$ cat config.mk
export PLATFORM = sky130hd
export DESIGN_NAME = header_length_checksum_frame_parser
export DESIGN_NICKNAME = d
export VERILOG_FILES = /design/src/rtl/core/fpar_pkg.sv /design/src/rtl/core/fpar_in_reg.sv /design/src/rtl/core/fpar_step.sv /design/src/rtl/core/fpar_out_reg.sv /design/src/rtl/core/header_length_checksum_frame_parser.sv
export SDC_FILE = /design/constraint.sdc
export NUM_CORES = 1
export LEC_CHECK = 0
export BUFFER_PORTS_ARGS = -buffer_cell sky130_fd_sc_hd__buf_2
export CORE_ASPECT_RATIO = 1.75
export CORE_MARGIN = 10
export CORE_UTILIZATION = 45
export CTS_CLUSTER_DIAMETER = 60
export DETAILED_ROUTE_END_ITERATION = 10
export PLACE_DENSITY = 0.74
export SYNTH_ARGS = -nofsm -noshare
export SYNTH_HDL_FRONTEND = slang
export SYNTH_HIERARCHICAL = 1
export SYNTH_SLANG_ARGS = --single-unit
$ cat constraint.sdc
create_clock -name clk -period 6.4 [get_ports clk]
set_input_delay 0 -clock clk [delete_from_list [all_inputs] [get_ports clk]]
set_output_delay 0 -clock clk [all_outputs]
set_load 0.01 [all_outputs]
$ cat src/rtl/core/fpar_pkg.sv
// Shared types and constants of the header/length/checksum frame parser.
// No dependencies; imported by every module of the block but the checker.
package fpar_pkg;

  localparam logic [7:0] SYNC_FIRST     = 8'h5A;
  localparam logic [7:0] SYNC_SECOND    = 8'hA5;
  localparam logic [7:0] FRAME_OVERHEAD = 8'd7;
  localparam logic [7:0] LIMIT_CEIL     = 8'd248;
  localparam logic [7:0] MAX_LEN_RESET  = 8'd136;

  // Parser states, one-hot.
  typedef enum logic [2:0] {
    ST_HUNT = 3'b001,
    ST_SYNC = 3'b010,
    ST_BODY = 3'b100
  } fpar_state_t;

  // One request held in the input register.
  typedef struct packed {
    logic       valid;
    logic [7:0] data;
  } fpar_stage_t;

  // One result item.
  typedef struct packed {
    logic [7:0] byte_value;
    logic       in_body;
    logic [7:0] byte_position;
    logic       frame_end;
    logic       checksum_ok;
    logic       length_error;
  } fpar_result_t;

endpackage

$ cat src/rtl/core/fpar_in_reg.sv
// Input register of the frame parser with its stall generation.
// Depends on fpar_pkg for the stage type.
module fpar_in_reg import fpar_pkg::*; (
  input  logic        clk,
  input  logic        rst_n,
  input  logic        in_valid,
  input  logic [7:0]  in_rx_byte,
  output logic        in_stall,
  input  logic        out_free,
  output fpar_stage_t stage
);

  logic       valid_r, valid_nxt;
  logic [7:0] data_r;
  logic       accept;

  // A held byte that cannot move on blocks the next request.
  assign in_stall = valid_r && !out_free;
  assign accept   = in_valid && !in_stall;

  always_comb begin
    if (accept) begin
      valid_nxt = 1'b1;
    end else if (out_free) begin
      valid_nxt = 1'b0;
    end else begin
      valid_nxt = valid_r;
    end
  end

  always_ff @(posedge clk) begin
    if (!rst_n) begin
      valid_r <= 1'b0;
    end else begin
      valid_r <= valid_nxt;
    end
  end

  // Payload needs no reset.
  always_ff @(posedge clk) begin
    if (accept) begin
      data_r <= in_rx_byte;
    end
  end

  assign stage.valid = valid_r;
  assign stage.data  = data_r;

endmodule

$ cat src/rtl/core/fpar_step.sv
// Per-byte parser: header hunt, length check, running sum and checksum compare.
// Depends on fpar_pkg for states, constants and the result type.
module fpar_step import fpar_pkg::*; (
  input  logic         clk,
  input  logic         rst_n,
  input  logic         advance,
  input  logic [7:0]   rx_byte,
  input  logic [7:0]   max_len,
  output fpar_result_t result
);

  fpar_state_t state_r, state_nxt;
  logic [7:0]  pos_r, pos_nxt;
  logic [7:0]  total_r, total_nxt;
  logic [15:0] sum_r, sum_nxt;
  logic [7:0]  low_r, low_nxt;

  logic [7:0]  limit;
  logic [7:0]  total_eff;
  logic [8:0]  pos_p1, pos_p2;
  logic [15:0] got;

  // Limits above the ceiling act as the ceiling so the frame length fits 8 bits.
  assign limit     = (max_len > LIMIT_CEIL) ? LIMIT_CEIL : max_len;
  assign total_eff = (pos_r == 8'd0) ? (rx_byte + FRAME_OVERHEAD) : total_r;
  assign pos_p1    = {1'b0, pos_r} + 9'd1;
  assign pos_p2    = {1'b0, pos_r} + 9'd2;
  assign got       = {rx_byte, low_r};

  // Next state and result for the byte in the input register.
  always_comb begin
    state_nxt = state_r;
    pos_nxt   = pos_r;
    total_nxt = total_r;
    sum_nxt   = sum_r;
    low_nxt   = low_r;

    result.byte_value    = rx_byte;
    result.in_body       = 1'b0;
    result.byte_position = 8'd0;
    result.frame_end     = 1'b0;
    result.checksum_ok   = 1'b0;
    result.length_error  = 1'b0;

    unique case (state_r)
      ST_HUNT: begin
        state_nxt = (rx_byte == SYNC_FIRST) ? ST_SYNC : ST_HUNT;
      end
      ST_SYNC: begin
        // A second sync-first byte or any other byte restarts the hunt.
        if (rx_byte == SYNC_SECOND) begin
          state_nxt = ST_BODY;
          pos_nxt   = 8'd0;
          total_nxt = 8'd0;
          sum_nxt   = 16'd0;
        end else begin
          state_nxt = ST_HUNT;
        end
      end
      ST_BODY: begin
        result.in_body       = 1'b1;
        result.byte_position = pos_r;
        if ((pos_r == 8'd0) && (rx_byte > limit)) begin
          // Oversized length byte drops the frame.
          result.length_error = 1'b1;
          state_nxt = ST_HUNT;
          pos_nxt   = 8'd0;
          total_nxt = 8'd0;
          sum_nxt   = 16'd0;
        end else if (pos_p1 == {1'b0, total_eff}) begin
          // Last checksum byte closes the frame either way.
          result.frame_end   = 1'b1;
          result.checksum_ok = (~sum_r == got);
          state_nxt = ST_HUNT;
          pos_nxt   = 8'd0;
          total_nxt = 8'd0;
          sum_nxt   = 16'd0;
        end else begin
          total_nxt = total_eff;
          if (pos_p2 == {1'b0, total_eff}) begin
            low_nxt = rx_byte;
          end else begin
            sum_nxt = sum_r + {8'd0, rx_byte};
          end
          pos_nxt = pos_p1[7:0];
        end
      end
      default: begin
        state_nxt = ST_HUNT;
      end
    endcase
  end

  always_ff @(posedge clk) begin
    if (!rst_n) begin
      state_r <= ST_HUNT;
      pos_r   <= 8'd0;
      total_r <= 8'd0;
      sum_r   <= 16'd0;
      low_r   <= 8'd0;
    end else if (advance) begin
      state_r <= state_nxt;
      pos_r   <= pos_nxt;
      total_r <= total_nxt;
      sum_r   <= sum_nxt;
      low_r   <= low_nxt;
    end
  end

endmodule

$ cat src/rtl/core/fpar_out_reg.sv
// Result register of the frame parser, driving the output channel.
// Depends on fpar_pkg for the result type.
module fpar_out_reg import fpar_pkg::*; (
  input  logic         clk,
  input  logic         rst_n,
  input  logic         load,
  input  fpar_result_t result,
  output logic         out_free,
  input  logic         out_stall,
  output logic         out_valid,
  output fpar_result_t out_result
);

  logic         valid_r, valid_nxt;
  fpar_result_t result_r;

  // The register can take a new result when empty or being drained.
  assign out_free = !valid_r || !out_stall;

  always_comb begin
    if (load) begin
      valid_nxt = 1'b1;
    end else if (out_free) begin
      valid_nxt = 1'b0;
    end else begin
      valid_nxt = valid_r;
    end
  end

  always_ff @(posedge clk) begin
    if (!rst_n) begin
      valid_r <= 1'b0;
    end else begin
      valid_r <= valid_nxt;
    end
  end

  always_ff @(posedge clk) begin
    if (load) begin
      result_r <= result;
    end
  end

  assign out_valid  = valid_r;
  assign out_result = result_r;

endmodule

$ cat src/rtl/core/header_length_checksum_frame_parser.sv
// Top level of the header/length/checksum frame parser.
// Depends on fpar_pkg, fpar_in_reg, fpar_step and fpar_out_reg.
//
// Usage:
//   Received bytes enter on the in_ channel (in_valid, in_rx_byte, in_stall).
//   Every byte gives exactly one result on the out_ channel: the byte echoed,
//   whether it lies in a frame body, its position from the length byte, the
//   end-of-frame mark with the checksum verdict, and the length error flag.
//   The cfg_ channel writes the largest accepted length byte; cfg_ready is
//   always high and writes are meant to happen while the block is idle.
//   A byte held in the input register is loaded into the result register
//   once that register can take it, and is shown from then on.
//   Throughput: one byte per cycle while out_stall is low; the state update
//   between the input and result registers is computed combinationally.
//   Reset: synchronous, active low; the parser returns to the header hunt,
//   both registers empty, and the length limit returns to 136.
//   Stall: while out_stall holds a result, the held result and the byte in
//   the input register stay put and in_stall rises once both are occupied.
module header_length_checksum_frame_parser import fpar_pkg::*; (
  input  logic       clk,
  input  logic       rst_n,
  input  logic       in_valid,
  input  logic [7:0] in_rx_byte,
  output logic       in_stall,
  output logic       out_valid,
  input  logic       out_stall,
  output logic [7:0] out_byte_value,
  output logic       out_in_body,
  output logic [7:0] out_byte_position,
  output logic       out_frame_end,
  output logic       out_checksum_ok,
  output logic       out_length_error,
  input  logic       cfg_valid,
  output logic       cfg_ready,
  input  logic [7:0] cfg_data
);

  logic [7:0]   max_len_r;
  logic         out_free;
  logic         advance;
  fpar_stage_t  stage;
  fpar_result_t step_result;
  fpar_result_t out_result;

  // Length limit register.
  assign cfg_ready = 1'b1;

  always_ff @(posedge clk) begin
    if (!rst_n) begin
      max_len_r <= MAX_LEN_RESET;
    end else if (cfg_valid && cfg_ready) begin
      max_len_r <= cfg_data;
    end
  end

  // The held byte is consumed when the result register can take its result.
  assign advance = stage.valid && out_free;

  fpar_in_reg u_in (
    .clk        (clk),
    .rst_n      (rst_n),
    .in_valid   (in_valid),
    .in_rx_byte (in_rx_byte),
    .in_stall   (in_stall),
    .out_free   (out_free),
    .stage      (stage)
  );

  fpar_step u_step (
    .clk     (clk),
    .rst_n   (rst_n),
    .advance (advance),
    .rx_byte (stage.data),
    .max_len (max_len_r),
    .result  (step_result)
  );

  fpar_out_reg u_out (
    .clk        (clk),
    .rst_n      (rst_n),
    .load       (advance),
    .result     (step_result),
    .out_free   (out_free),
    .out_stall  (out_stall),
    .out_valid  (out_valid),
    .out_result (out_result)
  );

  assign out_byte_value    = out_result.byte_value;
  assign out_in_body       = out_result.in_body;
  assign out_byte_position = out_result.byte_position;
  assign out_frame_end     = out_result.frame_end;
  assign out_checksum_ok   = out_result.checksum_ok;
  assign out_length_error  = out_result.length_error;

endmodule

After elaboration in Yosys (flattened, before gate mapping)
Cells that the tools add are included.
{"block": "word_totals", "ff_bits": 81, "input_bits": 21, "out_inout_bits": 23, "elab_cells": 81}
{"block": "op_classes", "add_sub_neg": 4, "n_lt_le_gt_ge": 2, "n_eq_ne": 11, "mux": 26, "bitwise_logic": 4, "reduce_logical": 19}
{"operator": "2-to-1 mux 16 bit", "count": 4}
{"operator": "2-to-1 mux 8 bit", "count": 7}
{"operator": "case mux 16 bit (2 select lines)", "count": 1}
{"operator": "case mux 8 bit (2 select lines)", "count": 2}
{"operator": "equality test 9 x 8 -> 1 bit", "count": 2}
{"operator": "adder 16 x 8 -> 16 bit", "count": 1}
{"operator": "equality test 16 bit", "count": 1}
{"operator": "inverter 16 bit", "count": 1}
{"operator": "2-to-1 mux 12 bit", "count": 1}
{"operator": "adder 8 x 1 -> 9 bit, second input constant", "count": 1}
{"operator": "adder 8 x 2 -> 9 bit, second input constant", "count": 1}
{"operator": "2-to-1 mux 3 bit", "count": 3}
{"operator": "case mux 3 bit (3 select lines)", "count": 1}
{"operator": "adder 8 x 3 -> 8 bit, second input constant", "count": 1}
{"operator": "equality test 8 x 7 -> 1 bit, second input constant", "count": 1}
{"operator": "equality test 8 bit, second input constant", "count": 1}
{"operator": "> comparator 8 bit", "count": 1}
{"operator": "> comparator 8 bit, second input constant", "count": 1}
{"operator": "logical NOT 8 bit", "count": 1}
{"operator": "2-to-1 mux 2 bit", "count": 3}
{"operator": "nonzero test 2 bit", "count": 3}
{"operator": "AND reduction 5 bit", "count": 1}
{"operator": "logical AND 1 bit", "count": 4}
{"operator": "logical NOT 1 bit", "count": 4}
{"operator": "14 further kinds", "count": 19}

Depth between registers and ports, before layout
Gate-level depths: netlist of the first run.
{"block": "logic_depth", "word_depth": 7, "depth_mapped": 14, "ltp_nobuf": 13}

Cells and area by module
Netlist of the first run, hierarchy kept.
{"module": "fpar_step", "n_inst": 1, "cells_each": 474, "area_per_inst_um2": 3662.3, "seq_area_each_um2": 860.8}
{"module": "fpar_out_reg", "n_inst": 1, "cells_each": 24, "area_per_inst_um2": 635.6, "seq_area_each_um2": 620.6}
{"module": "header_length_checksum_frame_parser", "n_inst": 1, "cells_each": 28, "area_per_inst_um2": 314.1, "seq_area_each_um2": 160.2}
{"module": "fpar_in_reg", "n_inst": 1, "cells_each": 13, "area_per_inst_um2": 295.3, "seq_area_each_um2": 260.2}

Worst setup path before layout of the first run
No wires, ideal clock.
{"block": "synth_path", "path_kind": "register -> register", "start": "register u_step.pos_r[0]", "end": "register u_step.sum_r[14]", "setup_time_ps": 76, "arrival_time_ps": 2900, "t_required_ps": 6324, "path_slack_ps": 3424, "stages_incl_launch_ff": 13, "n_path_buf": 2, "synth_period_minus_slack_ps": 2976, "path_cell_list": "dfxtp_1 > clkbuf_1 > inv_1 > ha_1 > nor4b_4 > and2_4 > mux2i_1 > xnor2_1 > or4_4 > nor4_4 > buf_6 > a211oi_2 > o22ai_2"}
{"block": "synth_via", "elab_chain_cells": 6, "word_cells_on_any_way": 12, "classes_between": "add/sub: 2; eq/ne: 3; mux: 4; reduce/logical: 3"}
{"item": "from (decl)", "line": "fpar_step.sv:13", "text": "logic [7:0] pos_r, pos_nxt;"}
{"item": "from (signal assigned)", "line": "fpar_step.sv:103", "text": "pos_r <= pos_nxt;"}
{"item": "parallel branches: the longest is 6 deep, another holds adder 8 x 1 -> 9 bit"}
{"item": "to (signal assigned)", "line": "fpar_step.sv:105", "text": "sum_r <= sum_nxt;"}
{"item": "to (decl)", "line": "fpar_step.sv:15", "text": "logic [15:0] sum_r, sum_nxt;"}
Several ways; the timed one is not identified.
A chain may end at the register's enable or synchronous reset.

Worst setup path after layout of the first run
{"block": "layout_path", "start": "register max_len_r[7]", "end": "register u_step.total_r[4]"}
{"block": "layout_via", "elab_chain_cells": 6}
{"item": "from (decl)", "line": "header_length_checksum_frame_parser.sv:38", "text": "logic [7:0] max_len_r;"}
{"item": "from (signal assigned)", "line": "header_length_checksum_frame_parser.sv:52", "text": "max_len_r <= cfg_data;"}
{"item": "> comparator 8 bit", "line": "fpar_step.sv:24", "text": "assign limit = (max_len > LIMIT_CEIL) ? LIMIT_CEIL : max_len;"}
{"item": "2-to-1 mux 8 bit (*)", "line": "fpar_step.sv:24"}
{"item": "> comparator 8 bit (*)", "line": "fpar_step.sv:63", "text": "if ((pos_r == 8'd0) && (rx_byte > limit)) begin"}
{"item": "logical AND 1 bit (*)", "line": "fpar_step.sv:63"}
{"item": "2-to-1 mux 8 bit (*)", "line": "fpar_step.sv:63"}
{"item": "case mux 8 bit (2 select lines) (*)", "line": "fpar_step.sv:45", "text": "unique case (state_r)"}
{"item": "to (signal assigned)", "line": "fpar_step.sv:104", "text": "total_r <= total_nxt;"}
{"item": "to (decl)", "line": "fpar_step.sv:14", "text": "logic [7:0] total_r, total_nxt;"}
Mark *: on every way between the ends. The rest lies on a longest branch, timed or not.

==> results of run 1 <==
## cells in the final DEF (no fill, tap or decap), types with 12 or more instances in the layout
cell           instances
xor2_1                12
nand4_1               21
buf_2                 42
dfxtp_1               53
o21ai_0               23
nor2b_1               13
nand3_1               27
dlygate4sd3_1         18
xnor2_1               32
nor2_1                16
inv_1                 18
and2_1                12
edfxtp_1              28
a21oi_1               44
nand2_1               42
ha_1                  22
## stage by stage
stage / hold slack, ns / worst slack, ns / area [sq um]
floorplan: 0.0619 / 3.42 / 4910
global placement: 0.177 / 2.56 / 5090
detailed placement: 0.178 / 2.40 / 5090
CTS: 0.0580 / 2.35 / 5590
global route: 0.0909 / 2.02 / 5590
finish: 0.0620 / 2.27 / 5590
## flip-flops by register name, summed over array words and instances (netlist names)
register,cells
max_len_r,8
u_in/data_r,8
u_in/valid_r,1
u_out/out_result,20
u_out/out_valid,1
u_step/low_r,8
u_step/pos_r,8
u_step/state_r,3
u_step/sum_r,16
u_step/total_r,8
## final cells by class
class,instances,area [sq um]
multi-input cells,398,2710
inverters,19,71.3
fillers,973,5100
clock inverters,6,92.6
repair buffers,65,428
clock buffers,10,229
well taps,130,163
flip-flops and latches,81,1900
## per-layer routing
| layer | vias to the layer above | GRT usage | part of all wire |
|---|---|---|---|
| met1 | 2101 | 0.174 | 0.37 |
| met4 | 0 | 0.120 | 0.046 |
| li1 | 2041 | - | - |
| met5 | - | 0 | 0 |
| met2 | 203 | 0.310 | 0.52 |
| met3 | 42 | 0.0436 | 0.066 |
## power breakdown
part | switching (mW) | total (mW) | internal, mW
registers | 0.0150 | 0.560 | 0.545
logic | 0.0594 | 0.105 | 0.0452
clock network | 0.211 | 0.554 | 0.343
## path summary, 6_finish.rpt
path,endpoint,slack (ns),cells after the start,from
worst min register to register,u_step/total_r[7],0.47,2,u_step/total_r[7]
worst max register to register,u_step/total_r[4],2.27,14,max_len_r[7]
worst min-delay path,max_len_r[3],0.06,3,cfg_valid
worst max-delay path,u_step/total_r[4],2.27,14,max_len_r[7]
## worst max-delay path, delay by kind of cell (launching register included)
family                   cells  cell delay, ns
buffers and inverters        2            0.49
AO/OA/AOI/OAI                5            1.76
AND/OR/NAND/NOR              6            1.19
adder cells (fa/ha/maj)      1            0.24
flip-flops                   1            0.33
## cell families after synthesis
family,after synthesis
XOR/XNOR,44
multiplexers,11
AO/OA/AOI/OAI,133
other,1
buffers and inverters,60
adder cells (fa/ha/maj),23
AND/OR/NAND/NOR,186
flip-flops,81
==> reports/results.txt, run 1 <==
fraction of layout cells with a size suffix above 1 -> 0.135
DRT iter0 DRCs -> 371
Cell variety after synth -> 69
Post-synth top cells -> 53 x dfxtp_1, 44 x a21oi_1, 42 x nand2_1, 32 x xnor2_1, 28 x edfxtp_1
Worst setup SP type -> flop
CTS root buf -> clkbuf_16
top-count cell post-synth -> dfxtp_1
PD cells -> 218 nW/um^2
placed cells -> 675
synth warn -> 6
Post-Synth Adder-Cell Area -> 0.0602
max_slew headroom -> 0.167
Cells after Synth -> 539
setup violators final -> 0
complex-gate fraction of the synthesized area -> 0.171
post-synthesis mux area share -> 0.0224
DIE HEIGHT -> 158 um
asr flop ratio synth -> 0
Peak supply drop -> 174 uV
simple-gate share of the synthesized area -> 0.218
arrival time worst endpoint -> 4.37 ns
Crit. End Element -> flop
Seq cells post-synth -> 81
Detail Route Antenna Nets -> 0
initial core utilization -> 0.459
Syn-to-layout area delta -> 14.0%
largest net degree at the start of global routing -> 36
clk buf depth -> 2
status -> finished clean
main combinational cell family by area after synthesis -> simple AND/OR/NAND/NOR gates
Worst-Skew Late Latency -> 0.35 ns
Mapped Area -> 4910 sq um
xor-xnor portion of the synthesized cell area -> 0.0785
Nets -> 618
final core utilization -> 0.523
number of synthesized flops with an enable pin -> 28
TritonCTS clock tree -> yes
antenna violations before repair -> 0
GRT Total Usage -> 0.175
clock sinks -> 81
period utilization -> 0.645
Antenna Cells -> 0
net count after synthesis -> 583
placer's final routability congestion estimate -> 0.967
FMAX -> 242 MHz
skew final -> 0.00939 ns
RSZ-0062 raised after global routing -> false
Die Footprint -> 15600 sq um
# hold bufs at CTS -> 18
number of I/O pins -> 44
postcts setup bufs -> 0
H-tree depth -> 3
DR WL/cell -> 19.1 um
CP Cell Sequence -> inv_1 -> nor3_1 -> nand3_1 -> nand2_1 -> ha_1 -> nor2b_1 -> o21ai_0 -> a21boi_0 -> o311ai_0 -> nand2_1 -> a21oi_2 -> buf_4 -> nand3_1 -> o32ai_1
WP data required -> 6.64 ns
Least-Margin Pin Slew -> 1.25 ns
Port-buffer cells -> 42
Vias/cell -> 6.19
drt pass-1 iters -> 6
CTS clk-pin slew, worst paths -> 0.06 ns
Via Count -> 4387
# rows -> 50
DIE WIDTH -> 98.9 um
Area contributors post-synth -> dfxtp_1 22%, edfxtp_1 17%, xnor2_1 5.7%
Layout Cells excl Fill -> 709
Min Clock Period, post-route -> 4.13 ns
DRC Markers -> 0
grt total ovfl -> 0
leakage -> 2.00 nW
CP max FO -> 32
share of the synthesized area in the top cell type -> 0.216
total power -> 1.22 mW
vias in the first global route -> 4488
max-cap violation count -> 0
final wirelength -> 13500 um
largest stage delay on the critical path -> 0.72 ns
final hold vios -> 0
register area share after synthesis -> 0.388
critical path's slowest cell -> o311ai_0
Min-Delay Path Class -> in -> reg
Synth Flop Type -> dfxtp_1
Post-DP HPWL -> 9420 um
clock buffer count from CTS -> 9
Setup CP Type -> reg -> reg
setup_tns -> 0 ns
core area -> 10700 sq um
global-route wire length before repair -> 22500 um
dominant cell type by area after synthesis -> dfxtp_1
Final Max Tran Viols -> 0
Mean Syn Cell Area -> 9.10 sq um
post_cts resized -> 0
Power figures use the tool's default switching activity.
==> run 2: changes to the inputs <==
==> constraint.sdc (replaced) <==
create_clock -name clk -period 4.22 [get_ports clk]
set_input_delay 0 -clock clk [delete_from_list [all_inputs] [get_ports clk]]
set_output_delay 0 -clock clk [all_outputs]
set_load 0.01 [all_outputs]
==> reports/results.txt, run 2 (synthesis results as in run 1) <==
status -> finished clean
clock sinks -> 81
# rows -> 50
Least-Margin Pin Slew -> 0.818 ns
arrival time worst endpoint -> 3.95 ns
Nets -> 630
commonest cells after routing, fill and taps aside -> 53 x dfxtp_1, 44 x a21oi_1, 42 x nand2_1, 42 x buf_2, 32 x xnor2_1
critical path's slowest cell -> o311ai_0
Die Footprint -> 15600 sq um
FMAX -> 269 MHz
period utilization -> 0.880
Via Count -> 4498
Comb power frac -> 0.097
Worst-Skew Late Latency -> 0.34 ns
fraction of layout cells with a size suffix above 1 -> 0.152
Syn-to-layout area delta -> 15.3%
CTS root buf -> clkbuf_16
drt pass-1 iters -> 5
DR WL/cell -> 19.1 um
final instance area -> 5660 sq um
PD cells -> 317 nW/um^2
setup violators final -> 0
worst path bufs/invs -> 2
clock buffer count from CTS -> 9
antenna violations before repair -> 0
DIE WIDTH -> 98.9 um
GRT Total Usage -> 0.176
Psw -> 0.433 mW
final hold vios -> 0
skew final -> 0.00668 ns
number of I/O pins -> 44
placer's final routability congestion estimate -> 0.980
Port-buffer cells -> 42
DP Area -> 5180 sq um
sequential share of power -> 0.468
largest stage delay on the critical path -> 0.62 ns
most common cell after layout, fill and taps aside -> dfxtp_1
TritonCTS clock tree -> yes
postcts setup bufs -> 0
final wirelength -> 13800 um
vias in the first global route -> 4494
clock power share -> 0.435
clk buf depth -> 2
DIE HEIGHT -> 158 um
Hold Path Depth -> 3
max-cap violation count -> 0
CP max FO -> 41
leakage -> 2.05 nW
setup_tns -> 0 ns
Setup CP Type -> reg -> reg
initial core utilization -> 0.459
RSZ-0062 raised after global routing -> false
FF-to-FF setup slack -> 0.51 ns
H-tree depth -> 3
Internal Power -> 1.36 mW
Crit. End Element -> flop
core area -> 10700 sq um
Detail Route Antenna Nets -> 0
CTS clk-pin slew, worst paths -> 0.06 ns
R2R cell count -> 14
Vias/cell -> 6.24
reg2reg end -> u_step/total_r[4]
hold endpoint -> max_len_r[3]
RR Startpoint -> max_len_r[7]
DRT iter0 DRCs -> 376
Peak supply drop -> 272 uV
switching share of power -> 0.242
CP Cell Sequence -> inv_1 -> nor3_1 -> nand3_1 -> nand2_1 -> ha_1 -> nor2b_1 -> o21ai_0 -> a21boi_0 -> o311ai_0 -> nand2_1 -> a21oi_2 -> buf_4 -> nand3_1 -> o32ai_1
Top delay family on crit path -> compound AO/OA/AOI/OAI gates
DRC Markers -> 0
Min Clock Period, post-route -> 3.71 ns
Min-Delay Path Class -> in -> reg
Worst Hold Launch -> cfg_valid
Final Max Tran Viols -> 0
global-route wire length before repair -> 22100 um
max reg flops -> 20
grt total ovfl -> 0
largest net degree at the start of global routing -> 42
Antenna Cells -> 0
Worst setup SP type -> flop
WP data required -> 4.46 ns
Post-DP HPWL -> 9840 um
max_slew headroom -> 0.455
## run 2: timing repair
item	CTS	global route
endpoints found under the hold margin	18	0
hold buffers	18	0
resized for setup	0	0
## run 2: power by group through the flow
stage | Sequential (mW) | Combinational [mW] | Clock (mW)
2_1_floorplan | 0.860 | 0.103 | 0
3_3_place_gp | 0.855 | 0.152 | 0
3_5_place_dp | 0.856 | 0.157 | 0
4_1_cts | 0.839 | 0.171 | 0.791
5_1_grt | 0.841 | 0.190 | 0.828
6_report | 0.839 | 0.174 | 0.778
## run 2: layer usage
| metal | global-route usage | share of wire | vias to the layer above |
|---|---|---|---|
| met5 | 0 | 0 | - |
| met4 | 0.134 | 0.071 | 0 |
| met3 | 0.0441 | 0.067 | 78 |
| met2 | 0.309 | 0.50 | 234 |
| met1 | 0.172 | 0.36 | 2123 |
| li1 | - | - | 2063 |
## run 2: worst max-delay path by stage
stage | start | end | slack, ns | cells past startpoint
global placement | u_step/pos_r[1] | u_step/sum_r[14] | 0.92 | 11
finish | max_len_r[7] | u_step/total_r[4] | 0.51 | 14
CTS | max_len_r[7] | u_step/total_r[4] | 0.64 | 14
global route | max_len_r[6] | u_step/total_r[4] | 0.23 | 14
floorplan | u_step/pos_r[0] | u_step/sum_r[14] | 1.24 | 12
detailed placement | max_len_r[7] | u_step/total_r[4] | 0.64 | 14
## run 2: worst min-delay path, delay by kind of cell
family        cells  cell delay (ns)
buf+inv           1             0.18
mux               1             0.14
simple gates      1             0.06
## run 2: layout make-up
cell class / count / area [sq um]
clock inverter: 6 / 66.3
clock buffer: 10 / 229
sequential: 81 / 1900
multi-input combinational: 398 / 2710
inverter: 19 / 71.3
tap: 130 / 163
timing repair buffer: 77 / 518
fill: 954 / 5040
## run 2: through the flow
step	hold slack (ns)	utilization	cells	worst slack, ns	total power [mW]
finish	0.0618	0.529	721	0.508	1.79
global route	0.0747	0.529	721	0.230	1.86
CTS	0.0532	0.529	721	0.636	1.80
detailed placement	0.179	0.484	687	0.644	1.01
global placement	0.176	0.484	687	0.916	1.01
floorplan	0.0619	-	539	1.24	0.963
==> run 3: changes to the inputs <==
--- a/config.mk
+++ b/config.mk
@@ -14,5 +14,4 @@
 export PLACE_DENSITY = 0.74
 export SYNTH_ARGS = -nofsm -noshare
 export SYNTH_HDL_FRONTEND = slang
-export SYNTH_HIERARCHICAL = 1
 export SYNTH_SLANG_ARGS = --single-unit
==> reports/results.txt, run 3 <==
Syn-to-layout area delta -> 16.8%
# rows -> 49
Min-Delay Path Class -> in -> reg
leakage -> 2.21 nW
setup violators final -> 0
post_cts resized -> 0
RSZ-0062 raised after global routing -> false
Die Footprint -> 15100 sq um
DRC Markers -> 0
top-count cell post-synth -> dfxtp_1
Cells after Synth -> 488
setup_tns -> 0 ns
placed cells -> 639
drt pass-1 iters -> 4
net count after synthesis -> 532
Cell variety after synth -> 74
register area share after synthesis -> 0.405
status -> finished clean
Nets -> 586
critical path's slowest cell -> edfxtp_1
post-synthesis mux area share -> 0.0298
largest stage delay on the critical path -> 0.63 ns
arrival time worst endpoint -> 3.96 ns
CP Cell Sequence -> inv_1 -> ha_1 -> nor2b_1 -> or3_1 -> a31oi_1 -> xnor2_1 -> nor4b_2 -> nand3_2 -> and2_1 -> and2_4 -> a32o_1
global-route wire length before repair -> 20700 um
Synth Flop Type -> dfxtp_1
asr flop ratio synth -> 0
worst slack, placed -> 0.559 ns
clock sinks -> 81
Hold Path Depth -> 3
DR WL/cell -> 19.3 um
number of I/O pins -> 44
Area contributors post-synth -> dfxtp_1 23%, edfxtp_1 18%, ha_1 5.9%
Mapped Area -> 4700 sq um
register area -> 1900 sq um
area of the multi-input gates -> 2600 sq um
max reg flops -> 20
Setup CP Type -> reg -> reg
commonest cells after routing, fill and taps aside -> 53 x dfxtp_1, 42 x buf_2, 36 x nor2_1
worst setup margin -> 0.500 ns
Post-synth top cells -> 53 x dfxtp_1, 36 x nor2_1, 30 x a21oi_1, 28 x edfxtp_1, 28 x nand2_1
Crit. End Element -> flop
Peak supply drop -> 432 uV
worst path bufs/invs -> 1
Mean Syn Cell Area -> 9.63 sq um
Worst-Skew Late Latency -> 0.35 ns
clock buffer count from CTS -> 9
max-cap violation count -> 0
CP max FO -> 16
dominant cell type by area after synthesis -> dfxtp_1
main combinational cell family by area after synthesis -> simple AND/OR/NAND/NOR gates
RR Startpoint -> u_in.data_r[0]
Via Count -> 4055
Detail Route Antenna Nets -> 0
xor-xnor portion of the synthesized cell area -> 0.0831
FMAX -> 269 MHz
stages on the worst setup path -> 11
core area -> 10200 sq um
Post-DP HPWL -> 9580 um
period utilization -> 0.882
antenna violations before repair -> 1
max_slew headroom -> 0.507
share of the synthesized area in the top cell type -> 0.226
final wirelength -> 13000 um
R2R cell count -> 11
DIE HEIGHT -> 155 um
TritonCTS clock tree -> yes
DRT iter0 DRCs -> 266
WP data required -> 4.46 ns
CP endpoint -> u_step.sum_r[9]
Seq cells post-synth -> 81
complex-gate fraction of the synthesized area -> 0.165
Vias/cell -> 6.01
Layout Cells excl Fill -> 675
Top delay family on crit path -> simple AND/OR/NAND/NOR gates
Worst setup SP type -> flop
DIE WIDTH -> 97.2 um
fraction of layout cells with a size suffix above 1 -> 0.155
largest net degree at the start of global routing -> 29
fillers -> 920
FF-to-FF setup slack -> 0.50 ns
Least-Margin Pin Slew -> 0.739 ns
number of synthesized flops with an enable pin -> 28
Worst Setup SP -> u_in.data_r[0]
Port-buffer cells -> 42
most common cell after layout, fill and taps aside -> dfxtp_1
Min Clock Period, post-route -> 3.72 ns
grt total ovfl -> 0
reg2reg end -> u_step.sum_r[9]
Worst Hold Launch -> cfg_valid
Post-Synth Adder-Cell Area -> 0.0628
final hold vios -> 0
CTS clk-pin slew, worst paths -> 0.06 ns
synth warn -> 0
vias in the first global route -> 4142
GRT Total Usage -> 0.168
skew final -> 0.00890 ns
H-tree depth -> 3
placer's final routability congestion estimate -> 0.946
CTS root buf -> clkbuf_16
Final Max Tran Viols -> 0
PD cells -> 330 nW/um^2
simple-gate share of the synthesized area -> 0.211
initial core utilization -> 0.459
clk buf depth -> 2
postcts setup bufs -> 0
==> run 3: final cells by class <==
cell class | count | area share
antenna | 1 | 0.000456
tap | 127 | 0.0290
inverter | 17 | 0.0116
clock buffer | 9 | 0.0410
timing repair buffer | 69 | 0.0839
sequential | 81 | 0.347
clock inverter | 7 | 0.0141
multi-input combinational | 364 | 0.473
==> run 3: worst min-delay path by stage <==
stage / endpoint / slack (ns)
detailed placement: u_in.data_r[3] / 0.18
CTS: max_len_r[7] / 0.06
floorplan: u_in.data_r[0] / 0.1
finish: max_len_r[7] / 0.05
global route: max_len_r[7] / 0.09
global placement: u_in.data_r[7] / 0.18
==> run 3: tightest hold or removal path, stage by stage <==
cell      delay, ns
buf_2          0.18
nand2_1        0.09
o211ai_1       0.07
==> run 3: kinds of logic after synthesis <==
family | after synthesis
other | 1
AND/OR/NAND/NOR | 173
AO/OA/AOI/OAI | 110
flip-flops | 81
buffers and inverters | 43
adder cells (fa/ha/maj) | 23
XOR/XNOR | 43
multiplexers | 14
==> run 3: metal layers <==
metal	global-route usage	wire, um	vias up
met5	0	0	-
met4	0.138	803	0
met3	0.0266	442	58
met2	0.324	7300	138
met1	0.147	4450	1959
li1	-	-	1900
==> run 3: what timing repair did <==
action | CTS | global route
endpoints found under the hold margin | 19 | 0
hold buffers | 19 | 0
endpoints found under the setup margin | 0 | 0
==> run 3: report_power, final <==
group / switching (mW) / internal [mW] / leakage (nW) / total, mW
Clock: 0.339 / 0.463 / 0.142 / 0.803
Combinational: 0.0882 / 0.0696 / 1.38 / 0.158
Sequential: 0.0238 / 0.828 / 0.689 / 0.852
==> run 3: through the flow <==
step	area (sq um)	total power, mW	util	hold WS [ns]
global route	5490	1.86	0.536	0.0919
floorplan	4700	0.959	-	0.0989
detailed placement	4990	1.01	0.487	0.179
finish	5490	1.81	0.536	0.0545
global placement	4990	1.01	0.487	0.178
CTS	5480	1.82	0.536	0.0570
